===== config.mk =====
export PLATFORM = sky130hd
export DESIGN_NAME = pat_front
export DESIGN_NICKNAME = d
export VERILOG_FILES = /design/src/hw/rtl/pat_pkg.sv /design/src/hw/rtl/pat_front.sv
export SDC_FILE = /design/constraint.sdc
export NUM_CORES = 1
export LEC_CHECK = 0
export BUFFER_PORTS_ARGS = -buffer_cell sky130_fd_sc_hd__buf_2
export CORE_UTILIZATION = 43
export CTS_CLUSTER_SIZE = 8
export DETAILED_ROUTE_END_ITERATION = 7
export GPL_TIMING_DRIVEN = 0
export PLACE_DENSITY = 0.87
export SYNTH_ARGS = -nofsm -noshare
export SYNTH_HDL_FRONTEND = slang
export SYNTH_SLANG_ARGS = --single-unit

===== constraint.sdc =====
create_clock -name clk_i -period 0.9 [get_ports clk_i]
set_clock_uncertainty 0.05 [all_clocks]
set_input_delay 0.09 -clock clk_i [delete_from_list [all_inputs] [get_ports clk_i]]
set_output_delay 0.09 -clock clk_i [all_outputs]
set_load 0.005 [all_outputs]

===== src/hw/rtl/pat_pkg.sv =====
// Shared types and constants for the polyline arrow tessellator.
package pat_pkg;

  // Fixed-point format of coordinates and registers
  localparam int unsigned FRAC_BITS = 16;
  localparam int unsigned CW        = 21;            // register width
  localparam int unsigned XW        = 32;            // coordinate width
  localparam int unsigned DW        = XW + 1;        // difference width
  localparam int unsigned MW        = 30;            // normalized magnitude width
  localparam int unsigned ROOT_W    = 2 * MW + 2;    // square-root work width
  localparam int unsigned ROOT_N    = MW + 1;        // square-root steps
  localparam int unsigned LW        = MW + 1;        // length width
  localparam int unsigned QW        = FRAC_BITS + 1; // tangent magnitude width
  localparam int unsigned NW        = MW + FRAC_BITS + 1; // dividend width
  localparam int unsigned PW        = CW + 1;        // product width
  localparam int unsigned VW        = XW + 3;        // vertex sum width
  localparam int unsigned CNTW      = $clog2(ROOT_N + QW);
  localparam int unsigned FIFO_DEPTH = 2;
  localparam int unsigned NCORNER   = 7;

  localparam logic [CW-1:0] CFG_MAX = {CW{1'b1}};

  // Register reset values: 0.05, 0.15 and 0.2 in fixed point
  localparam longint unsigned W_RAW = ((64'd1 << FRAC_BITS) + 64'd10) / 64'd20;
  localparam longint unsigned H_RAW = ((64'd3 << FRAC_BITS) + 64'd10) / 64'd20;
  localparam longint unsigned L_RAW = ((64'd1 << FRAC_BITS) + 64'd2) / 64'd5;
  localparam logic [CW-1:0] W_RST = (W_RAW > 64'(CFG_MAX)) ? CFG_MAX : CW'(W_RAW);
  localparam logic [CW-1:0] H_RST = (H_RAW > 64'(CFG_MAX)) ? CFG_MAX : CW'(H_RAW);
  localparam logic [CW-1:0] L_RST = (L_RAW > 64'(CFG_MAX)) ? CFG_MAX : CW'(L_RAW);

  // Configuration register indexes
  typedef enum logic [1:0] {
    CFG_SHAFT_W = 2'd0,
    CFG_HEAD_W  = 2'd1,
    CFG_HEAD_L  = 2'd2
  } cfg_idx_e;

  // Corner codes of one arrow
  typedef enum logic [2:0] {
    CRN_A_PW = 3'd0,
    CRN_A_MW = 3'd1,
    CRN_C_PW = 3'd2,
    CRN_C_MW = 3'd3,
    CRN_C_PH = 3'd4,
    CRN_C_MH = 3'd5,
    CRN_B    = 3'd6
  } corner_e;

  typedef struct packed {
    logic [CW-1:0] shaft_w;
    logic [CW-1:0] head_w;
    logic [CW-1:0] head_l;
  } cfg_t;

  // One segment from a to b
  typedef struct packed {
    logic signed [XW-1:0] ax;
    logic signed [XW-1:0] ay;
    logic signed [XW-1:0] bx;
    logic signed [XW-1:0] by;
  } seg_t;

  // Queue status seen by the front and back
  typedef struct packed {
    logic full;
    logic valid;
  } q_stat_t;

endpackage


===== src/hw/rtl/pat_front.sv =====
// Point intake: keeps the previous point and queues segments.
module pat_front (
  input  logic                              clk_i,
  input  logic                              rst_ni,
  input  logic                              in_valid_i,
  output logic                              in_stall_o,
  input  logic signed [pat_pkg::XW-1:0]     point_x_i,
  input  logic signed [pat_pkg::XW-1:0]     point_y_i,
  input  logic                              starts_polyline_i,
  input  pat_pkg::q_stat_t                  q_stat_i,
  output logic                              push_o,
  output pat_pkg::seg_t                     seg_o
);
  import pat_pkg::*;

  logic signed [XW-1:0] prev_x_q, prev_y_q;
  logic                 have_prev_q;
  logic                 accept;

  assign in_stall_o = q_stat_i.full;
  assign accept     = in_valid_i && !q_stat_i.full;
  assign push_o     = accept && have_prev_q && !starts_polyline_i;

  assign seg_o.ax = prev_x_q;
  assign seg_o.ay = prev_y_q;
  assign seg_o.bx = point_x_i;
  assign seg_o.by = point_y_i;

  // Hold the previous point
  always_ff @(posedge clk_i or negedge rst_ni) begin
    if (!rst_ni) begin
      prev_x_q    <= '0;
      prev_y_q    <= '0;
      have_prev_q <= 1'b0;
    end else if (accept) begin
      prev_x_q    <= point_x_i;
      prev_y_q    <= point_y_i;
      have_prev_q <= 1'b1;
    end
  end

endmodule


[Yosys cells after proc, flatten, opt, wreduce, memory -nomap -nowiden]
Index checks and enable logic that the tools add are counted.
Word-level totals
  register bits: 65
  bits in latches: 0
  bits in writable memories: 0
  bits in read-only memories: 0
  memories kept: 0
Operators by class
  add/subtract/negate cells: 0
  $mul: 0
  divide/modulo/power cells: 0
  magnitude comparators: 0
  eq/ne operators: 0
  shift operators: 0
  muxes and demuxes: 0
  bitwise operators: 0
  reductions and logical operators: 5
Operator list (number)
  $logic_and A1 B1 Y1: 3
  $logic_not A1 Y1: 2

[Longest topological paths before layout]
  depth after elaboration: 4
  gate-level depth with buffers: 4

[Least setup slack after synthesis]
OpenSTA, ideal clock, no wires.
  path type: input -> register
  start point: input in_valid_i
  end point: register prev_x_q[18]
  arrival time: 828 ps
  required time: 725 ps
  path slack: -103 ps
  cell stages on the path: 4
  cell sequence: nor2b_4 -> buf_12 -> buf_8 -> mux2_4
On the way
  cells in the longest elaborated chain, start to end: 1
RTL lines
  start, declared: line pat_front.sv:5  | input logic in_valid_i,
  $logic_and A1 B1 Y1: line pat_front.sv:21  | assign accept = in_valid_i && !q_stat_i.full;
  end signal, assigned: line pat_front.sv:36  | prev_x_q <= point_x_i;
  end, declared: line pat_front.sv:16  | logic signed [XW-1:0] prev_x_q, prev_y_q;
Every way passes these cells.
A chain may end at the register's enable or synchronous reset.

[Final worst setup path]
  start point: register have_prev_q
  end point: output push_o
On the way
  cells in the longest elaborated chain, start to end: 2
RTL lines
  start, declared: line pat_front.sv:17  | logic have_prev_q;
  start signal, assigned: line pat_front.sv:34  | have_prev_q <= 1'b0;
  start signal, assigned: line pat_front.sv:38  | have_prev_q <= 1'b1;
  $logic_and A1 B1 Y1 (2 in a row): line pat_front.sv:22  | assign push_o = accept && have_prev_q && !starts_polyline_i;
  end, declared: line pat_front.sv:11  | output logic push_o,
Every way passes these cells.

==> flow_summary.ini <==
[floorplan]
rows = 30
fp.dieH_um = 87.14
core_area_um2 = 6907
die_area_um2 = 7593
pin_count = 200
die_w_um = 87.14
initial_utilization = 0.4513

[grt]
grt_util_met1 = 0.2477
use_met2 = 0.4438
grt_pass1_vias = 2765
top_usage_layer = met2
grtUsageMet3 = 0.04929
grt_usage = 0.2328
grt_pass1_wl_um = 13170
grt-ovfl-total = 0
grt_max_degree = 66
antenna_found_initial = 0

[final_layout]
antenna_cells = 0
fin_nets = 578
design_area_um2 = 5399
layout-drive-gt1-share = 0.7466
stdcell_count = 609
syn_to_final_growth_pct = 73.22
fillers = 426

[clocking]
clock_path_buffers = 2
cts_tree = built
clock-root-buffer = clkbuf_8
cts_htree_levels = 3
cts_inserted_buffers = 9
hold_buffers = 64
clock_latency_ns = 0.32
path_clk_slew_ns = 0.08
cts.sinks = 65

[routing]
finalWirelength_um = 9263
postRouteAntennaNets = 0
dr.pass1.iters = 4
drc = 0
drt-vias-per-instance = 4.402
wl_per_cell_um = 15.21
vias = 2681
first_iter_violations = 34

[sta]
period_share = 1.231
worst_pin_slew_ns = 0.8026
hold_viol = 65
relSlewSlack = 0.4649
rsz0062_at_grt = true
whs_ns = -0.2138
fin_ws_ns = -0.2080
drv_slew = 0
max_freq_mhz = 902.5
finalSetupViolations = 96
fin_crit_ns = 1.108

[placement]
place_hpwl_um = 5248
gp_congestion = 0.7386
io_buffers = 198
dpl_cell_area_um2 = 4228
dp.cells = 498
dp_worst_setup_slack_ns = -0.5434

[critical_path]
r2r_cells = 2
crit_type = flop to primary output
cp-startpoint = have_prev_q
reg2reg_slack_ns = -0.08
arrival_ns = 0.97
crit_fanout = 2
end_kind = primary output
startpoint_type = flop
cp.required_ns = 0.76
r2r-start = prev_x_q[13]
timing.rr.end = prev_x_q[13]

[power]
ir_worst_vdd_mv = 0.9443
power_density_nw_per_um2 = 1682
fin_total_pwr_mw = 9.081
leakagePower_nw = 2.859

[flow_run]
maxCapViolCount = 0

[yosys]
ys_types = 9
ys_warn_count = 0
netlist_instances = 204
synth_nets = 274
syn-cell-area_um2 = 3117
synth_seq_cells = 65
ys_seq_area_frac = 0.5219
postSynthAreaPerCell_um2 = 15.28

[outcome]
status = finished with violations
violations = negative hold slack, negative setup slack

[worst_hold_path]
min-delay-path-class = input pin to async pin
power breakdown:
part / total [mW] / leakage, nW / internal [mW] / switching (mW)
combinational: 2.52 / 1.98 / 1.67 / 0.846
clock: 2.96 / 0.115 / 1.84 / 1.12
sequential: 3.60 / 0.760 / 3.35 / 0.254
total: 9.08 / 2.86 / 6.86 / 2.22
worst max-delay path by stage:
stage / depth (start not counted) / endpoint / slack [ns]
final: 2 / push_o / -0.21
after global routing: 2 / push_o / -0.25
after CTS: 2 / push_o / -0.23
after detailed placement: 1 / prev_y_q[12] / -0.54
after global placement: 1 / prev_y_q[12] / -0.47
after floorplan: 4 / prev_x_q[18] / -0.10
routing by layer:
metal	share of wire	vias up	routed length, um
met4	0.017	0	162
met1	0.36	1298	3355
met3	0.067	15	625
met2	0.55	141	5120
met5	0	-	0
li1	-	1227	-
critical path, stage by stage, from the launching register on:
cell and delay, ns:
dfrtp_1 0.37, and3b_1 0.15, buf_2 0.12
stage by stage:
stage,TNS [ns],utilization
after detailed placement,-51.30,0.6121
after CTS,-6.667,0.7600
final,-6.802,0.7817
after floorplan,-4.376,-
after global routing,-9.839,0.7817
after global placement,-46.31,0.6121
final cells by class:
type | instances | area, um2 | share of cell area
timing repair buffer | 293 | 1916 | 0.3548
clock inverter | 7 | 118.9 | 0.02202
tap | 96 | 120.1 | 0.02225
sequential | 65 | 1627 | 0.3013
multi-input combinational | 67 | 895.9 | 0.1659
buffer | 72 | 598.1 | 0.1108
clock buffer | 9 | 123.9 | 0.02294
cell families (layout without fill, tap and decap cells):
group	after synthesis	after routing	share of synthesized area
buf+inv	72	381	0.1919
flops	65	65	0.5219
simple gates	3	3	0.009234
mux	64	64	0.2770
what timing repair did:
item | 4_1_cts | 5_1_grt
endpoints found under the setup margin | 130 | 83
resized for setup | 1 | 14
hold endpoints to repair | 129 | 65
cloned | 0 | 0
buffers inserted | 18 | 13
cell usage in the layout (no fill, tap or decap):
cell           count
mux2_2            25
or2_2              1
dlygate4sd3_1     64
clkinvlp_4         2
and3b_1            1
clkbuf_8           9
buf_2            197
bufinv_16          3
clkinv_4           1
clkinv_2           1
buf_8              1
buf_4             86
nor2b_4            1
buf_12             4
buf_6             13
mux2_4            39
dfrtp_1           65
registers in the layout, summed over array words and instances (netlist names):
register / cells
have_prev_q: 1
prev_x_q: 32
prev_y_q: 32
Yosys cell counts, drive strengths merged:
library cell  number  area [um2]
nor2b              1       13.76
dfrtp             65        1627
mux2              64       863.3
buf               72       598.1
or2                1       6.260
and3b              1       8.760
Power figures use the tool's default switching activity.
