## src/hw/rtl/pat_pkg.sv

```systemverilog
// Shared types and constants for the polyline arrow tessellator.
package pat_pkg;

  // Fixed-point format of coordinates and registers
  localparam int unsigned FRAC_BITS = 16;
  localparam int unsigned CW        = 21;            // register width
  localparam int unsigned XW        = 32;            // coordinate width
  localparam int unsigned DW        = XW + 1;        // difference width
  localparam int unsigned MW        = 30;            // normalized magnitude width
  localparam int unsigned ROOT_W    = 2 * MW + 2;    // square-root work width
  localparam int unsigned ROOT_N    = MW + 1;        // square-root steps
  localparam int unsigned LW        = MW + 1;        // length width
  localparam int unsigned QW        = FRAC_BITS + 1; // tangent magnitude width
  localparam int unsigned NW        = MW + FRAC_BITS + 1; // dividend width
  localparam int unsigned PW        = CW + 1;        // product width
  localparam int unsigned VW        = XW + 3;        // vertex sum width
  localparam int unsigned CNTW      = $clog2(ROOT_N + QW);
  localparam int unsigned FIFO_DEPTH = 2;
  localparam int unsigned NCORNER   = 7;

  localparam logic [CW-1:0] CFG_MAX = {CW{1'b1}};

  // Register reset values: 0.05, 0.15 and 0.2 in fixed point
  localparam longint unsigned W_RAW = ((64'd1 << FRAC_BITS) + 64'd10) / 64'd20;
  localparam longint unsigned H_RAW = ((64'd3 << FRAC_BITS) + 64'd10) / 64'd20;
  localparam longint unsigned L_RAW = ((64'd1 << FRAC_BITS) + 64'd2) / 64'd5;
  localparam logic [CW-1:0] W_RST = (W_RAW > 64'(CFG_MAX)) ? CFG_MAX : CW'(W_RAW);
  localparam logic [CW-1:0] H_RST = (H_RAW > 64'(CFG_MAX)) ? CFG_MAX : CW'(H_RAW);
  localparam logic [CW-1:0] L_RST = (L_RAW > 64'(CFG_MAX)) ? CFG_MAX : CW'(L_RAW);

  // Configuration register indexes
  typedef enum logic [1:0] {
    CFG_SHAFT_W = 2'd0,
    CFG_HEAD_W  = 2'd1,
    CFG_HEAD_L  = 2'd2
  } cfg_idx_e;

  // Corner codes of one arrow
  typedef enum logic [2:0] {
    CRN_A_PW = 3'd0,
    CRN_A_MW = 3'd1,
    CRN_C_PW = 3'd2,
    CRN_C_MW = 3'd3,
    CRN_C_PH = 3'd4,
    CRN_C_MH = 3'd5,
    CRN_B    = 3'd6
  } corner_e;

  typedef struct packed {
    logic [CW-1:0] shaft_w;
    logic [CW-1:0] head_w;
    logic [CW-1:0] head_l;
  } cfg_t;

  // One segment from a to b
  typedef struct packed {
    logic signed [XW-1:0] ax;
    logic signed [XW-1:0] ay;
    logic signed [XW-1:0] bx;
    logic signed [XW-1:0] by;
  } seg_t;

  // Queue status seen by the front and back
  typedef struct packed {
    logic full;
    logic valid;
  } q_stat_t;

endpackage

```

## src/hw/rtl/pat_fifo.sv

```systemverilog
// Two-entry segment queue between the front and the back.
module pat_fifo (
  input  logic           clk_i,
  input  logic           rst_ni,
  input  logic           push_i,
  input  pat_pkg::seg_t  push_data_i,
  input  logic           pop_i,
  output pat_pkg::seg_t  head_o,
  output pat_pkg::q_stat_t stat_o
);
  import pat_pkg::*;

  localparam int unsigned PTRW = $clog2(FIFO_DEPTH);
  localparam int unsigned CNTQ = $clog2(FIFO_DEPTH + 1);

  seg_t             mem_q [FIFO_DEPTH];
  logic [PTRW-1:0]  wr_ptr_q, rd_ptr_q;
  logic [CNTQ-1:0]  count_q;

  // Advance pointers and fill count
  always_ff @(posedge clk_i or negedge rst_ni) begin
    if (!rst_ni) begin
      wr_ptr_q <= '0;
      rd_ptr_q <= '0;
      count_q  <= '0;
    end else begin
      if (push_i) begin
        wr_ptr_q <= (wr_ptr_q == PTRW'(FIFO_DEPTH - 1)) ? '0 : wr_ptr_q + 1'b1;
      end
      if (pop_i) begin
        rd_ptr_q <= (rd_ptr_q == PTRW'(FIFO_DEPTH - 1)) ? '0 : rd_ptr_q + 1'b1;
      end
      if (push_i && !pop_i) begin
        count_q <= count_q + 1'b1;
      end else if (pop_i && !push_i) begin
        count_q <= count_q - 1'b1;
      end
    end
  end

  // Store pushed segments
  always_ff @(posedge clk_i) begin
    if (push_i) begin
      mem_q[wr_ptr_q] <= push_data_i;
    end
  end

  assign head_o       = mem_q[rd_ptr_q];
  assign stat_o.full  = (count_q == CNTQ'(FIFO_DEPTH));
  assign stat_o.valid = (count_q != '0);

endmodule

```

## config.mk

```make
export PLATFORM = sky130hd
export DESIGN_NAME = pat_fifo
export DESIGN_NICKNAME = d
export VERILOG_FILES = /design/src/hw/rtl/pat_pkg.sv /design/src/hw/rtl/pat_fifo.sv
export SDC_FILE = /design/constraint.sdc
export NUM_CORES = 1
export LEC_CHECK = 0
export BUFFER_PORTS_ARGS = -buffer_cell sky130_fd_sc_hd__buf_2
export CAP_MARGIN = 30
export CELL_PAD_IN_SITES_DETAIL_PLACEMENT = 0
export CELL_PAD_IN_SITES_GLOBAL_PLACEMENT = 1
export CORE_ASPECT_RATIO = 1.75
export CORE_MARGIN = 2
export CORE_UTILIZATION = 40
export DETAILED_ROUTE_END_ITERATION = 7
export HOLD_SLACK_MARGIN = 0.08
export PLACE_DENSITY_LB_ADDON = 0.3
export SYNTH_ARGS = -nofsm -noshare
export SYNTH_HDL_FRONTEND = slang
export SYNTH_SLANG_ARGS = --single-unit
```

## constraint.sdc

```tcl
create_clock -name clk_i -period 7.02 [get_ports clk_i]
set_clock_uncertainty 0.2 [all_clocks]
set_input_delay 1.404 -clock clk_i [delete_from_list [all_inputs] [get_ports clk_i]]
set_output_delay 1.404 -clock clk_i [all_outputs]
set_load 0.02 [all_outputs]
```

# == Word-level counts from Yosys, hierarchy flattened ==
# Memory sizes are Yosys's and may differ from the RTL's.
# Cells that the tools add are included.
# totals
elab_cells,21
ramBits,256
inputBits,132
memories,1
output_inout_bits,130
register_bits,4
# op_classes
addsub,4
mux,6
n_reduce_logical,6
n_eq_ne,1
# mem_list
memory,depth,word_bits,read_ports,rd_clocked_by_memory_dff,write_ports,line_no,text
mem_q,2,128,1,0,1,pat_fifo.sv:16,seg_t mem_q [FIFO_DEPTH];
# ops
op,n
$mux W1,4
$mux W2,2
$reduce_bool A2 Y1,2
$add A1 B1 Y1 const B,2
$add A2 B1 Y2 const B,1
$eq A2 B2 Y1 const B,1
$logic_and A1 B1 Y1,2
$logic_not A1 Y1,2
$sub A2 B1 Y2 const B,1

# == Longest topological paths before layout ==
# logic_depth
depth_word,4
depth_mapped,5
ltp_nobuf,5

# == Worst setup path before layout ==
# OpenSTA, ideal clock, no wires.
# synth_path
path_type,input port to flip-flop
start,input port push_i
end,memory mem_q[0][0] (netlist bit) (enable)
setup_ns,0.632
t_arrival_ns,6.952
n_path_buf,0
stages,1
slack_ns,-0.764
required_time_ns,6.188
cell_sequence,nor2b_1
# synth_between
elab_chain_cells,2
# synth_rtl
element,line_no,text
"start, declared",pat_fifo.sv:5,"input logic push_i,"
$mux W1,pat_fifo.sv:43,if (push_i) begin
$mux W1 (not written as such),pat_fifo.sv:44,mem_q[wr_ptr_q] <= push_data_i;
"end, declared",pat_fifo.sv:16,
# No other way between the ends.

==> run summary <==
status - finished, final reports clean
total grt overflow - 0
synthesized cell area - 9469 µm²
initial antenna violation count - 6
Post-synth ARST share - 1.538%
internal reg-to-reg setup slack - 4.68 ns
Avg Inst Size Synth - 22.87 µm²
Crit path largest cell delay - 0.78 ns
CTS Sinks - 260
Starting Density - 40.58%
IO buf count - 261
Logic pwr share - 31.3%
Vias - 4823
WHS - 0.2840 ns
H-tree levels - 1
worst setup path end - head_o[62]
first-pass GRT wire length - 28710 µm
HP Class - reg2reg
crit path max-delay cell type - dfrtp_4
routability congestion estimate - 0.7224
Clock Tree Buf Depth - 3
Most used DFF post-synth - edfxtp_1
critical-path cell list - buf_16 -> buf_4 -> mux2_2 -> buf_2
row cnt - 74
R2R cell count - 3
Setup CP Type - reg2out
library cells used by synthesis - 13
largest net degree at the start of global routing - 66
Max Slew Vio Count - 0
drt drc - 0
RR Startpoint - wr_ptr_q$_DFFE_PN0P_
Skew-Pair Late Insertion Delay - 0.51 ns
most frequent cell after synthesis - edfxtp_1
die area - 24970 µm²
Fin Setup TNS - 0 ns
final setup vio count - 0
CP Data Required Time - 5.42 ns
Slew @ Worst Pin - 0.9020 ns
critical path depth in cells - 4
Detail Placement HPWL - 13240 µm
Slew headroom - 39.87%
Pint - 3359 µW
CTS tree - built
sw frac - 31.92%
WP buf/inv - 3
# Max-Cap Violations - 0
Top Family by Delay on Critical Path - buffers and inverters
area of the multi-input gates - 1536 µm²
CTS clk-pin slew, worst paths - 0.07 ns
Layout area overhead - 25.09%
die height - 207.5 µm
#FFs+latches synth - 260
synth top area cells - edfxtp_1 (81%), mux2_2 (15%), buf_6 (1.5%)
peak supply drop - 300.3 µV
Top-Level Pins - 262
initial DRC count - 244
fmax - 228.1 MHz
Post-CTS Setup Bufs - 0
Die X - 120.3 µm
hold buffer count at cts - 0
Reg area - 7791 µm²
dominant cell type by area after synthesis - edfxtp_1
Via density - 4.733
number of enable flip-flop cells after synthesis - 256
Lkg Pwr - 0.004434 µW
total CTS buffers - 24
Fillers - 2012
Tcrit/Tclk final - 62.44%
Gate Count Post-Synth - 414
drt first pass iters - 4
Min Clock Period, post-route - 4.383 ns
nets - 826
Post-Route WL - 19350 µm
top-area cell type share of the netlist area - 81.18%
layout cells sized above 1 - 60.56%
Antenna Nets Post-Route - 0
aggregate global-route resource usage - 14.96%
CP Launch Point - rd_ptr_q$_DFFE_PN0P_
WP data arrival - 2.78 ns
core area - 23330 µm²
Crit. End Element - output port
synth cell count leaders - edfxtp_1 (256), mux2_2 (128), buf_6 (13)
crit path max fanout - 48
vias in the first global route - 5255
RSZ-0062 raised after global routing - no
final hold violation count - 0
Worst setup SP type - flip-flop
# resized after CTS - 0
sequential share of power - 44.0%
Clk pwr share - 24.6%
Power Density - 416.6 nW/µm²
synth warn - 0
r2r endpoint - mem_q[1][103]$_DFFE_PP_
Synth Net Count - 547
switching pwr - 1575 µW
drt wl/cell - 18.99 µm
root buf cell - clkbuf_16
Seq/Total Area, Yosys - 82.24%
==> per-layer routing <==
metal | vias to the layer above | track usage [%] | share of wire, %
li1 | 2211 | - | -
met1 | 2399 | 14.54 | 32
met2 | 176 | 29.13 | 58
met3 | 37 | 3.159 | 6.1
met4 | 0 | 7.057 | 3.8
met5 | - | 0 | 0
==> cells by family (layout without fill, tap and decap cells) <==
group                      Yosys count  after routing  share of synthesized area (%)
DFF                                260            260                          82.24
muxes                              128            128                          15.22
buffers and inverters               15            311                          1.638
xor gates and xnor gates             5              5                         0.4625
and+or+nand+nor                      5              5                         0.3039
adders and majority gates            1              1                         0.1321
other                                0              5                              0
==> power by group through the flow <==
stage                     Clock [µW]  Combinational, µW  Sequential, µW
after floorplan                    0               1150            2170
after global placement             0               1480            2250
after detailed placement           0               1570            2210
after CTS                       1250               1570            2180
after global routing            1310               1650            2200
final                           1220               1550            2170
==> cell type report <==
| class | instances | area share (%) |
|---|---|---|
| repair buffers | 267 | 11.75 |
| inverters | 1 | 0.03169 |
| well taps | 304 | 3.211 |
| clock buffers | 29 | 5.408 |
| flip-flops and latches | 260 | 65.78 |
| multi-input cells | 139 | 12.97 |
| clock inverters | 14 | 0.7500 |
| diodes | 5 | 0.1056 |
==> cell usage in the layout (no fill, tap or decap), types with 2 or more instances in the layout <==
| cell | n |
|---|---|
| clkbuf_1 | 4 |
| diode_2 | 5 |
| clkbuf_16 | 25 |
| buf_16 | 2 |
| buf_4 | 4 |
| edfxtp_1 | 256 |
| clkinv_2 | 4 |
| clkinv_1 | 8 |
| buf_2 | 261 |
| xor2_1 | 4 |
| dfrtp_1 | 3 |
| mux2_2 | 128 |
==> worst min path at each step <==
stage	from	slack [ns]	cells after the start	end
global route	count_q[1]$_DFFE_PN0P_	0.31	1	count_q[1]$_DFFE_PN0P_
detailed placement	count_q[1]$_DFFE_PN0P_	0.28	1	count_q[1]$_DFFE_PN0P_
finish	count_q[1]$_DFFE_PN0P_	0.28	1	count_q[1]$_DFFE_PN0P_
floorplan	count_q[1]$_DFFE_PN0P_	0.25	1	count_q[1]$_DFFE_PN0P_
global placement	count_q[1]$_DFFE_PN0P_	0.26	1	count_q[1]$_DFFE_PN0P_
CTS	count_q[1]$_DFFE_PN0P_	0.29	1	count_q[1]$_DFFE_PN0P_
==> stage by stage <==
stage               setup WS [ns]  total power (µW)  instances  cell area, µm²  utilization (%)
floorplan                   1.641              3320        414            9472                -
global placement            2.959              3731        969           11050            47.35
CTS                         2.553              5006       1013           11810            50.60
global route                2.462              5155       1019           11850            50.77
finish                      2.637              4934       1019           11850            50.77
detailed placement          3.113              3780        970           11080            47.47
==> registers in the layout, summed over array words and instances (netlist names) <==
register	flops
count_q	2
mem_q	256
rd_ptr_q	1
wr_ptr_q	1
Power figures use the tool's default switching activity.
