**src/hw/rtl/pat_pkg.sv**
```systemverilog
// Shared types and constants for the polyline arrow tessellator.
package pat_pkg;

  // Fixed-point format of coordinates and registers
  localparam int unsigned FRAC_BITS = 16;
  localparam int unsigned CW        = 21;            // register width
  localparam int unsigned XW        = 32;            // coordinate width
  localparam int unsigned DW        = XW + 1;        // difference width
  localparam int unsigned MW        = 30;            // normalized magnitude width
  localparam int unsigned ROOT_W    = 2 * MW + 2;    // square-root work width
  localparam int unsigned ROOT_N    = MW + 1;        // square-root steps
  localparam int unsigned LW        = MW + 1;        // length width
  localparam int unsigned QW        = FRAC_BITS + 1; // tangent magnitude width
  localparam int unsigned NW        = MW + FRAC_BITS + 1; // dividend width
  localparam int unsigned PW        = CW + 1;        // product width
  localparam int unsigned VW        = XW + 3;        // vertex sum width
  localparam int unsigned CNTW      = $clog2(ROOT_N + QW);
  localparam int unsigned FIFO_DEPTH = 2;
  localparam int unsigned NCORNER   = 7;

  localparam logic [CW-1:0] CFG_MAX = {CW{1'b1}};

  // Register reset values: 0.05, 0.15 and 0.2 in fixed point
  localparam longint unsigned W_RAW = ((64'd1 << FRAC_BITS) + 64'd10) / 64'd20;
  localparam longint unsigned H_RAW = ((64'd3 << FRAC_BITS) + 64'd10) / 64'd20;
  localparam longint unsigned L_RAW = ((64'd1 << FRAC_BITS) + 64'd2) / 64'd5;
  localparam logic [CW-1:0] W_RST = (W_RAW > 64'(CFG_MAX)) ? CFG_MAX : CW'(W_RAW);
  localparam logic [CW-1:0] H_RST = (H_RAW > 64'(CFG_MAX)) ? CFG_MAX : CW'(H_RAW);
  localparam logic [CW-1:0] L_RST = (L_RAW > 64'(CFG_MAX)) ? CFG_MAX : CW'(L_RAW);

  // Configuration register indexes
  typedef enum logic [1:0] {
    CFG_SHAFT_W = 2'd0,
    CFG_HEAD_W  = 2'd1,
    CFG_HEAD_L  = 2'd2
  } cfg_idx_e;

  // Corner codes of one arrow
  typedef enum logic [2:0] {
    CRN_A_PW = 3'd0,
    CRN_A_MW = 3'd1,
    CRN_C_PW = 3'd2,
    CRN_C_MW = 3'd3,
    CRN_C_PH = 3'd4,
    CRN_C_MH = 3'd5,
    CRN_B    = 3'd6
  } corner_e;

  typedef struct packed {
    logic [CW-1:0] shaft_w;
    logic [CW-1:0] head_w;
    logic [CW-1:0] head_l;
  } cfg_t;

  // One segment from a to b
  typedef struct packed {
    logic signed [XW-1:0] ax;
    logic signed [XW-1:0] ay;
    logic signed [XW-1:0] bx;
    logic signed [XW-1:0] by;
  } seg_t;

  // Queue status seen by the front and back
  typedef struct packed {
    logic full;
    logic valid;
  } q_stat_t;

endpackage

```
**src/hw/rtl/pat_back.sv**
```systemverilog
// Segment engine: normalize, square root, divide, scale and emit seven vertices.
module pat_back (
  input  logic                          clk_i,
  input  logic                          rst_ni,
  input  pat_pkg::cfg_t                 cfg_i,
  input  pat_pkg::q_stat_t              q_stat_i,
  input  pat_pkg::seg_t                 head_i,
  output logic                          pop_o,
  output logic                          out_valid_o,
  input  logic                          out_stall_i,
  output logic signed [pat_pkg::XW-1:0] vertex_x_o,
  output logic signed [pat_pkg::XW-1:0] vertex_y_o,
  output logic [2:0]                    corner_o,
  output logic                          degenerate_o,
  output logic                          last_o
);
  import pat_pkg::*;

  typedef enum logic [7:0] {
    ST_IDLE = 8'b0000_0001,
    ST_NORM = 8'b0000_0010,
    ST_SQ   = 8'b0000_0100,
    ST_ROOT = 8'b0000_1000,
    ST_DIV  = 8'b0001_0000,
    ST_MUL  = 8'b0010_0000,
    ST_CPT  = 8'b0100_0000,
    ST_EMIT = 8'b1000_0000
  } state_e;

  localparam int unsigned SQW = 2 * MW;

  function automatic logic signed [XW-1:0] sat(input logic signed [VW-1:0] v);
    logic signed [VW-1:0] hi, lo;
    hi = VW'({1'b0, {(XW-1){1'b1}}});
    lo = -hi - VW'(1);
    if (v > hi) begin
      sat = {1'b0, {(XW-1){1'b1}}};
    end else if (v < lo) begin
      sat = {1'b1, {(XW-1){1'b0}}};
    end else begin
      sat = v[XW-1:0];
    end
  endfunction

  state_e               state_q;
  seg_t                 seg_q;
  logic                 sx_q, sy_q, degen_q;
  logic [DW-1:0]        mx_q, my_q;
  logic [CNTW-1:0]      cnt_q;
  logic [SQW:0]         sq_acc_q;
  logic [ROOT_W-1:0]    rem_q, res_q;
  logic                 dsel_q, dinit_q;
  logic [LW-1:0]        drem_q;
  logic [QW-1:0]        dlo_q, dq_q, qx_q, qy_q;
  logic [PW-1:0]        p_q [6];
  logic signed [VW-1:0] cx_q, cy_q;
  logic [2:0]           crn_q;

  logic                 out_valid_q, degen_o_q, last_o_q;
  logic signed [XW-1:0] vx_q, vy_q;
  logic [2:0]           corner_o_q;

  // Segment difference at the queue head
  logic signed [DW-1:0] dx, dy;
  logic [DW-1:0]        amx, amy, mmax;
  assign dx   = DW'(head_i.bx) - DW'(head_i.ax);
  assign dy   = DW'(head_i.by) - DW'(head_i.ay);
  assign amx  = dx[DW-1] ? DW'(-dx) : DW'(dx);
  assign amy  = dy[DW-1] ? DW'(-dy) : DW'(dy);
  assign mmax = (mx_q > my_q) ? mx_q : my_q;

  // Shared squarer
  logic [MW-1:0]  sq_op;
  logic [SQW-1:0] sq_prod;
  assign sq_op   = (cnt_q[0]) ? my_q[MW-1:0] : mx_q[MW-1:0];
  assign sq_prod = sq_op * sq_op;

  // One step of the bitwise square root
  logic [ROOT_W-1:0] rbit, rtry;
  assign rbit = ROOT_W'(1) << {cnt_q, 1'b0};
  assign rtry = res_q + rbit;

  // One step of the restoring divider
  logic [LW:0]    dsh;
  logic           dge;
  logic [NW-1:0]  dnum;
  logic [LW-1:0]  dlen;
  assign dlen = res_q[LW-1:0];
  assign dnum = {(dsel_q ? my_q[MW-1:0] : mx_q[MW-1:0]), {FRAC_BITS{1'b0}}} + NW'(dlen >> 1);
  assign dsh  = {drem_q, dlo_q[QW-1]};
  assign dge  = (dsh >= {1'b0, dlen});

  // Shared scaling multiplier
  logic [CW-1:0]       m_reg;
  logic [QW-1:0]       m_val;
  logic [CW+QW-1:0]    m_prod;
  logic [CW+QW:0]      m_rnd;
  always_comb begin
    case (cnt_q[2:0])
      3'd0, 3'd1: m_reg = cfg_i.head_l;
      3'd2, 3'd3: m_reg = cfg_i.shaft_w;
      default:    m_reg = cfg_i.head_w;
    endcase
  end
  assign m_val  = cnt_q[0] ? qy_q : qx_q;
  assign m_prod = m_reg * m_val;
  assign m_rnd  = (CW+QW+1)'(m_prod) + ((CW+QW+1)'(1) << (FRAC_BITS - 1));

  // Signed offsets along the tangent and normal
  function automatic logic signed [VW-1:0] sgn(input logic neg, input logic [PW-1:0] p);
    logic signed [VW-1:0] v;
    v   = VW'(p);
    sgn = neg ? -v : v;
  endfunction

  logic signed [VW-1:0] wnx, wny, hnx, hny;
  assign wnx = sgn(!sy_q, p_q[3]);
  assign wny = sgn(sx_q,  p_q[2]);
  assign hnx = sgn(!sy_q, p_q[5]);
  assign hny = sgn(sx_q,  p_q[4]);

  // Select the vertex for the current corner
  logic signed [VW-1:0] bsx, bsy, ofx, ofy, vx, vy;
  logic                 vsub;
  always_comb begin
    bsx  = cx_q;
    bsy  = cy_q;
    ofx  = wnx;
    ofy  = wny;
    vsub = 1'b0;
    case (crn_q)
      CRN_A_PW: begin
        bsx = VW'(seg_q.ax);
        bsy = VW'(seg_q.ay);
      end
      CRN_A_MW: begin
        bsx  = VW'(seg_q.ax);
        bsy  = VW'(seg_q.ay);
        vsub = 1'b1;
      end
      CRN_C_PW: ;
      CRN_C_MW: vsub = 1'b1;
      CRN_C_PH: begin
        ofx = hnx;
        ofy = hny;
      end
      CRN_C_MH: begin
        ofx  = hnx;
        ofy  = hny;
        vsub = 1'b1;
      end
      default: begin
        bsx = VW'(seg_q.bx);
        bsy = VW'(seg_q.by);
        ofx = '0;
        ofy = '0;
      end
    endcase
    vx = vsub ? bsx - ofx : bsx + ofx;
    vy = vsub ? bsy - ofy : bsy + ofy;
  end

  logic out_load;
  assign out_load = (state_q == ST_EMIT) && (!out_valid_q || !out_stall_i);
  assign pop_o    = (state_q == ST_IDLE) && q_stat_i.valid;

  // Sequence one segment
  always_ff @(posedge clk_i or negedge rst_ni) begin
    if (!rst_ni) begin
      state_q <= ST_IDLE;
      cnt_q   <= '0;
      dsel_q  <= 1'b0;
      dinit_q <= 1'b0;
      crn_q   <= '0;
    end else begin
      case (state_q)
        ST_IDLE: begin
          if (q_stat_i.valid) begin
            cnt_q   <= '0;
            state_q <= (amx == '0 && amy == '0) ? ST_MUL : ST_NORM;
          end
        end
        ST_NORM: begin
          if (mmax[DW-1:MW] == '0 && mmax[MW-1]) begin
            state_q <= ST_SQ;
          end
        end
        ST_SQ: begin
          cnt_q <= cnt_q + 1'b1;
          if (cnt_q[0]) begin
            cnt_q   <= CNTW'(ROOT_N - 1);
            state_q <= ST_ROOT;
          end
        end
        ST_ROOT: begin
          cnt_q <= cnt_q - 1'b1;
          if (cnt_q == '0) begin
            dsel_q  <= 1'b0;
            dinit_q <= 1'b1;
            state_q <= ST_DIV;
          end
        end
        ST_DIV: begin
          if (dinit_q) begin
            dinit_q <= 1'b0;
            cnt_q   <= CNTW'(QW - 1);
          end else begin
            cnt_q <= cnt_q - 1'b1;
            if (cnt_q == '0) begin
              if (!dsel_q) begin
                dsel_q  <= 1'b1;
                dinit_q <= 1'b1;
              end else begin
                cnt_q   <= '0;
                state_q <= ST_MUL;
              end
            end
          end
        end
        ST_MUL: begin
          cnt_q <= cnt_q + 1'b1;
          if (cnt_q == CNTW'(5)) begin
            state_q <= ST_CPT;
          end
        end
        ST_CPT: begin
          crn_q   <= CRN_A_PW;
          state_q <= ST_EMIT;
        end
        ST_EMIT: begin
          if (out_load) begin
            crn_q <= crn_q + 1'b1;
            if (crn_q == CRN_B) begin
              state_q <= ST_IDLE;
            end
          end
        end
        default: state_q <= ST_IDLE;
      endcase
    end
  end

  // Datapath registers
  always_ff @(posedge clk_i) begin
    case (state_q)
      ST_IDLE: begin
        seg_q    <= head_i;
        sx_q     <= dx[DW-1];
        sy_q     <= dy[DW-1];
        mx_q     <= amx;
        my_q     <= amy;
        degen_q  <= (amx == '0 && amy == '0);
        qx_q     <= '0;
        qy_q     <= '0;
        sq_acc_q <= '0;
      end
      ST_NORM: begin
        if (mmax[DW-1:MW] != '0) begin
          mx_q <= mx_q >> 1;
          my_q <= my_q >> 1;
        end else if (!mmax[MW-1]) begin
          mx_q <= mx_q << 1;
          my_q <= my_q << 1;
        end
      end
      ST_SQ: begin
        sq_acc_q <= sq_acc_q + (SQW+1)'(sq_prod);
        rem_q    <= ROOT_W'(sq_acc_q + (SQW+1)'(sq_prod));
        res_q    <= '0;
      end
      ST_ROOT: begin
        if (rem_q >= rtry) begin
          rem_q <= rem_q - rtry;
          res_q <= (res_q >> 1) + rbit;
        end else begin
          res_q <= res_q >> 1;
        end
      end
      ST_DIV: begin
        if (dinit_q) begin
          drem_q <= LW'(dnum[NW-1:QW]);
          dlo_q  <= dnum[QW-1:0];
          dq_q   <= '0;
        end else begin
          drem_q <= dge ? LW'(dsh - {1'b0, dlen}) : dsh[LW-1:0];
          dlo_q  <= dlo_q << 1;
          dq_q   <= {dq_q[QW-2:0], dge};
          if (cnt_q == '0) begin
            if (!dsel_q) begin
              qx_q <= {dq_q[QW-2:0], dge};
            end else begin
              qy_q <= {dq_q[QW-2:0], dge};
            end
          end
        end
      end
      ST_MUL: begin
        p_q[cnt_q[2:0]] <= m_rnd[FRAC_BITS +: PW];
      end
      ST_CPT: begin
        cx_q <= VW'(seg_q.bx) - sgn(sx_q, p_q[0]);
        cy_q <= VW'(seg_q.by) - sgn(sy_q, p_q[1]);
      end
      default: ;
    endcase
  end

  // Output register: load a vertex, drop valid once taken
  always_ff @(posedge clk_i or negedge rst_ni) begin
    if (!rst_ni) begin
      out_valid_q <= 1'b0;
    end else if (out_load) begin
      out_valid_q <= 1'b1;
    end else if (!out_stall_i) begin
      out_valid_q <= 1'b0;
    end
  end

  always_ff @(posedge clk_i) begin
    if (out_load) begin
      vx_q       <= sat(vx);
      vy_q       <= sat(vy);
      corner_o_q <= crn_q;
      degen_o_q  <= degen_q;
      last_o_q   <= (crn_q == CRN_B);
    end
  end

  assign out_valid_o  = out_valid_q;
  assign vertex_x_o   = vx_q;
  assign vertex_y_o   = vy_q;
  assign corner_o     = corner_o_q;
  assign degenerate_o = degen_o_q;
  assign last_o       = last_o_q;

endmodule

```
**config.mk**
```make
export PLATFORM = sky130hd
export DESIGN_NAME = pat_back
export DESIGN_NICKNAME = d
export VERILOG_FILES = /design/src/hw/rtl/pat_pkg.sv /design/src/hw/rtl/pat_back.sv
export SDC_FILE = /design/constraint.sdc
export NUM_CORES = 2
export LEC_CHECK = 0
export ABC_CLOCK_PERIOD_IN_PS = 16650
export BUFFER_PORTS_ARGS = -buffer_cell sky130_fd_sc_hd__buf_2
export CAP_MARGIN = 25
export CORE_MARGIN = 2
export CORE_UTILIZATION = 32
export CTS_CLUSTER_DIAMETER = 200
export DETAILED_ROUTE_END_ITERATION = 16
export PLACE_DENSITY_LB_ADDON = 0.15
export SETUP_SLACK_MARGIN = 0.3
export SLEW_MARGIN = 10
export SYNTH_ARGS = -nofsm -noshare
export SYNTH_HDL_FRONTEND = slang
export SYNTH_SLANG_ARGS = --single-unit
```
**constraint.sdc**
```tcl
create_clock -name clk_i -period 16.65 [get_ports clk_i]
set_clock_uncertainty 0.2 [all_clocks]
set_input_delay 0.8325 -clock clk_i [delete_from_list [all_inputs] [get_ports clk_i]]
set_output_delay 0.8325 -clock clk_i [all_outputs]
set_load 0.01 [all_outputs]
```
Word level (Yosys, flattened, before mapping) --
Memories as Yosys holds them, arrays and structs flattened. Cells that the tools add are included.
Operators by class: $add $sub $neg 27, multipliers 2, magnitude comparators 7, equal/unequal tests 32, shifts and indexed selects 1, muxes and demuxes 76, reduce and logical (&&, ||, !) cells 37
Operators with widths (number):
- 35-bit two-way mux | 8
- 35-bit case mux with 2 select lines | 4
- 62-bit case mux with 2 select lines | 2
- 33-bit two-way mux | 7
- 22-bit negator with 35-bit output | 6
- 17-bit two-way mux | 8
- 33-bit case mux with 2 select lines | 2
- 62-bit two-way mux | 2
- 61-bit case mux with 2 select lines | 1
- 30-bit two-way mux | 3
- 8-bit two-way mux | 10
- 35-bit adder | 2
- 35-bit by 32-bit > comparator with 1-bit output (second input constant) | 2
- 35-bit by 32-bit less-than comparator with 1-bit output (second input constant) | 2
- 32-bit by 35-bit subtractor with 35-bit output | 2
- 35-bit subtractor | 2
- 17-bit case mux with 2 select lines | 2
- 33-bit logical NOT | 2
- 33-bit negator | 2
- 32-bit by 32-bit subtractor with 33-bit output | 2
- 32-bit two-way mux | 2
- 8-bit case mux with 8 select lines | 1
- 61-bit by 60-bit adder with 62-bit output | 1
- 61-bit by 62-bit adder with 62-bit output | 1
- other kinds (52) | 106
Word-level totals: register bits 639, bits in writable memories 132, input port bits 196, output and inout bits 71, logic and storage cells 215, memories 1
Memory list:
- p_q | words 6, bits a word 22, read ports 6, clocked after Yosys merged registers in 0, write ports 1, line pat_back.sv:55 | logic [PW-1:0] p_q [6];

Depth between registers and ports, before layout --
word-level depth 8, mapped depth 51, gate-level depth less buffers 48

Worst setup path after synthesis --
Ideal clock, no wire load.
kind reg2reg, from reg cnt_q[0], to reg rem_q[60] (data pin), arrival 11.419 ns, required time 16.182 ns, path slack 4.763 ns, stages on the path, launching flop included 46, path through dfrtp_1 -> clkbuf_1 -> buf_1 -> buf_1 -> mux2i_1 -> clkbuf_1 -> nor2_1 -> fa_1 -> fa_1 -> inv_1 -> fa_1 -> fa_1 -> inv_1 -> ha_1 -> ha_1 -> fa_1 -> inv_1 -> fa_1 -> [10 not listed] -> nand2b_1 -> a21oi_1 -> xnor2_1 -> ha_1 -> nand2_1 -> a21oi_1 -> a221oi_1 -> o21ai_0 -> a21o_1 -> a211oi_1 -> o31ai_1 -> a31oi_1 -> o21ai_0 -> a31oi_1 -> o21bai_1 -> a21oi_1 -> xor2_1 -> o21ai_0
On the way: longest elaborated chain between the ends 5, elaborated cells between the ends (all ways) 8, those cells by class add/sub (3); mul (1); shift (1); mux (3)
RTL lines:
- from (decl) | line pat_back.sv:49 | logic [CNTW-1:0] cnt_q;
- from (signal assigned) | line pat_back.sv:189 | cnt_q <= cnt_q + 1'b1;
- from (signal assigned) | line pat_back.sv:191 | cnt_q <= CNTW'(ROOT_N - 1);
- from (signal assigned) | line pat_back.sv:196 | cnt_q <= cnt_q - 1'b1;
- branches (longest 4 deep; another with 61-bit by 60-bit adder with 62-bit output)
- 62-bit case mux with 2 select lines * | line pat_back.sv:245 | case (state_q)
- to (signal assigned) | line pat_back.sv:268 | rem_q <= ROOT_W'(sq_acc_q + (SQW+1)'(sq_prod));
- to (signal assigned) | line pat_back.sv:273 | rem_q <= rem_q - rtry;
- to (decl) | line pat_back.sv:51 | logic [ROOT_W-1:0] rem_q, res_q;
Mark *: on every way between the ends. The select of a mux whose other input is x is not followed. A chain may end at the register's enable or synchronous reset.

Final worst setup path --
Same ends and word-level chain as after synthesis.

==> summary.md <==
| Metric | Value |
|---|---|
| Least-Margin Pin Slew | 1.05 ns |
| Post-synthesis cell area | 97,800 sq um |
| Remaining DRCs | 0 |
| Worst Setup SP | cnt_q[0] |
| Clock slew at reported path FFs | 0.06 ns |
| Endpoint class of the critical path | flip-flop |
| Post-synthesis register bit count | 771 |
| Top FF cell, synth | edfxtp_1 |
| CP startpoint kind | flip-flop |
| Wire per inst | 22.4 um |
| Post-CTS Resized | 0 |
| Avg Cell Area, Syn | 9.13 sq um |
| Clock latency on the worst-skew pair | 0.75 ns |
| Largest delay share family, worst path | compound AO/OA/AOI/OAI gates |
| Largest net degree at the start of global routing | 87 |
| Flop-to-flop setup slack | 2.89 ns |
| First-pass iteration count of the detailed router | 8 |
| Max FO, Critical Path | 33 |
| Slew Viols, Final | 0 |
| Die height | 557 um |
| Worst R2R Path Depth | 44 |
| Postcts setup bufs | 0 |
| Status | finished clean |
| Worst Hold Class | in -> reg |
| Routability cong. | 0.903 |
| Max clock buf depth | 3 |
| Critical path class | reg -> reg |
| WP data required | 16.89 ns |
| Cells after Synth | 10,700 |
| Post-synth EDFFs | 751 |
| Post-DP HPWL | 273,000 um |
| Clock sinks | 771 |
| IO buf count | 265 |
| Share of layout cells above drive strength 1 | 0.0759 |
| Crit path time final | 13.76 ns |
| Fillers | 31,400 |
| Synth top area share | 0.230 |
| RSZ-0062 raised after global routing | no |
| Syn_nets | 12,800 |
| Sequential-to-total area share from yosys stat | 0.236 |
| Crit Reg-Reg Startpoint | cnt_q[0] |
| Area leader, netlist | edfxtp_1 |
| Die span in x | 557 um |
| Crit path depth | 44 |
| Worst setup path endpoint | rem_q[60] |
| Vias in the first global route | 79,700 |
| Setup Viol. Count Final | 0 |
| Antenna Nets Post-Route | 0 |
| Fin. Hold Viols | 0 |
| Setup TNS | 0 ns |
| Via density | 5.21 |
| Slowest stage cell, crit path | dfrtp_4 |
| CP arrival | 14.00 ns |
| I/O pins | 267 |
| Initial core utilization | 0.321 |
| CTS H-tree depth | 3 |
| Fmax | 0.0727 GHz |
| Total routed wirelength | 338,000 um |
| Placeable Area | 305,000 sq um |
| CTS Root Cell | clkbuf_16 |
| CP most frequent cell | fa_1 |
| Yosys warns | 0 |
| Antenna violations before repair | 12 |
| Gr ovfl total | 0 |
| CTS tree | built |
| Layout Area Growth over Synthesis | 10.1% |
| Total Routing Usage GR | 0.216 |
| Top cells by area, synth | edfxtp_1 (23%), fa_1 (20%), ha_1 (11%), inv_1 (6.2%), nand2_1 (3.7%) |
| Worst path max stage delay | 0.82 ns |
| First-pass GRT wire length | 506,000 um |
| Max-cap violations | 0 |
| CP bufs+invs | 6 |
| Inserted Clock Buffers | 96 |
| Vias | 78,500 |
| Relative slew margins | 0.290 |
| Die area | 310,000 sq um |
| Initial DRC Count | 6,325 |
| RR Endpoint | rem_q[60] |
| Number of core rows | 203 |
| Tcrit/Tclk final | 0.826 |
| Nets | 13,000 |
| Most numerous cell in the Yosys netlist | inv_1 |
| Synth unique cells | 111 |
| Post-synth top cells | inv_1 (1,610), fa_1 (1,000), nand2_1 (969) |
| Share of flip-flops with an asynchronous set or reset | 0.0259 |
metal layers:
metal,up-vias,GRT usage,share of wire
li1,36800,-,-
met1,39100,0.295,0.45
met2,2240,0.352,0.46
met3,435,0.0257,0.055
met4,2,0.0730,0.037
met5,-,0,0.000038
state kept, by name, summed over array words and instances (netlist names), 3 cells and up:
signal	cells
my_q	33
rem_q	62
p_q	132
qx_q	17
cnt_q	6
cy_q	35
qy_q	17
res_q	62
dq_q	16
mx_q	33
cx_q	35
crn_q	3
state_q	8
drem_q	31
corner_o	3
dlo_q	17
vertex_y_o	32
seg_q	128
sq_acc_q	61
vertex_x_o	32
kinds of logic (layout without fill, tap and decap cells):
family	Yosys count	in the layout	share of synthesized area
xor gates and xnor gates	737	737	0.0662
muxes	191	191	0.0205
buffers and inverters	1982	2235	0.0765
adders and majority gates	1870	1870	0.316
AOI/OAI and AO/OA	2234	2234	0.148
other	0	4	0
DFF	771	771	0.236
and+or+nand+nor	2931	2931	0.138
layout make-up:
| cell class | instances | area, sq um | area share |
|---|---|---|---|
| diodes | 4 | 10.0 | 0.0000929 |
| clock buffers | 114 | 2470 | 0.0229 |
| clock inverters | 68 | 673 | 0.00625 |
| inverters | 1621 | 6090 | 0.0566 |
| multi-input cells | 7963 | 67700 | 0.628 |
| flip-flops and latches | 771 | 23100 | 0.214 |
| well taps | 4100 | 5130 | 0.0476 |
| repair buffers | 432 | 2600 | 0.0241 |
what timing repair did:
action / in CTS / in global routing
endpoints found under the hold margin: 19 / 0
hold buffers: 1 / 0
setup endpoints to repair: 0 / 0
cells in the final DEF, fill, tap and decap left out, types with 26 or more instances in the layout:
master | Yosys | final
fa_1 | 1000 | 1000
o211ai_1 | 38 | 38
xor2_1 | 326 | 322
nor2_1 | 957 | 950
nand3_1 | 135 | 135
o21ai_0 | 471 | 467
and3_1 | 61 | 61
nand2_1 | 969 | 964
nand2b_1 | 90 | 90
and2_1 | 110 | 109
o21bai_1 | 73 | 73
inv_1 | 1610 | 1607
xnor2_1 | 408 | 396
nor4_1 | 45 | 41
ha_1 | 870 | 870
nor3_1 | 146 | 145
o21ai_1 | 26 | 26
nor2b_1 | 107 | 107
a21o_1 | 240 | 240
o22ai_1 | 56 | 56
nand4_1 | 66 | 66
or2_2 | 36 | 35
a31oi_1 | 107 | 107
a222oi_1 | 63 | 63
a211oi_1 | 108 | 108
mux2i_1 | 115 | 96
clkbuf_16 | 0 | 96
mux2_2 | 76 | 76
o41ai_1 | 31 | 30
o21a_1 | 88 | 88
or3_1 | 75 | 75
buf_4 | 2 | 164
clkinv_1 | 10 | 26
o31ai_1 | 74 | 74
buf_2 | 15 | 266
a21oi_1 | 603 | 601
edfxtp_1 | 751 | 751
how the worst min path moves through the flow:
stage                start           end  slack (ns)  cells past startpoint
3_3_place_gp      dq_q[15]      qx_q[16]        0.32                      1
5_1_grt        head_i[115]    seg_q[115]        0.04                      1
3_5_place_dp      crn_q[1]   corner_o[1]        0.33                      0
2_1_floorplan      degen_q  degenerate_o        0.20                      0
4_1_cts        head_i[115]    seg_q[115]        0.01                      1
6_report       head_i[115]    seg_q[115]        0.08                      1
per-stage QoR:
stage          std cells  worst slack, ns  hold slack, ns  instance area (sq um)  utilization
2_1_floorplan      10700             4.76           0.200                  97800            -
3_3_place_gp       14900             2.93           0.318                 105000        0.343
3_5_place_dp       14900             2.83           0.329                 105000        0.343
4_1_cts            15100             2.76          0.0104                 108000        0.353
5_1_grt            15100             1.95          0.0397                 108000        0.353
6_report           15100             2.89          0.0755                 108000        0.353
Power is not shown: default switching activity piles up to over one toggle a cycle in this logic, so the estimate is an artifact.
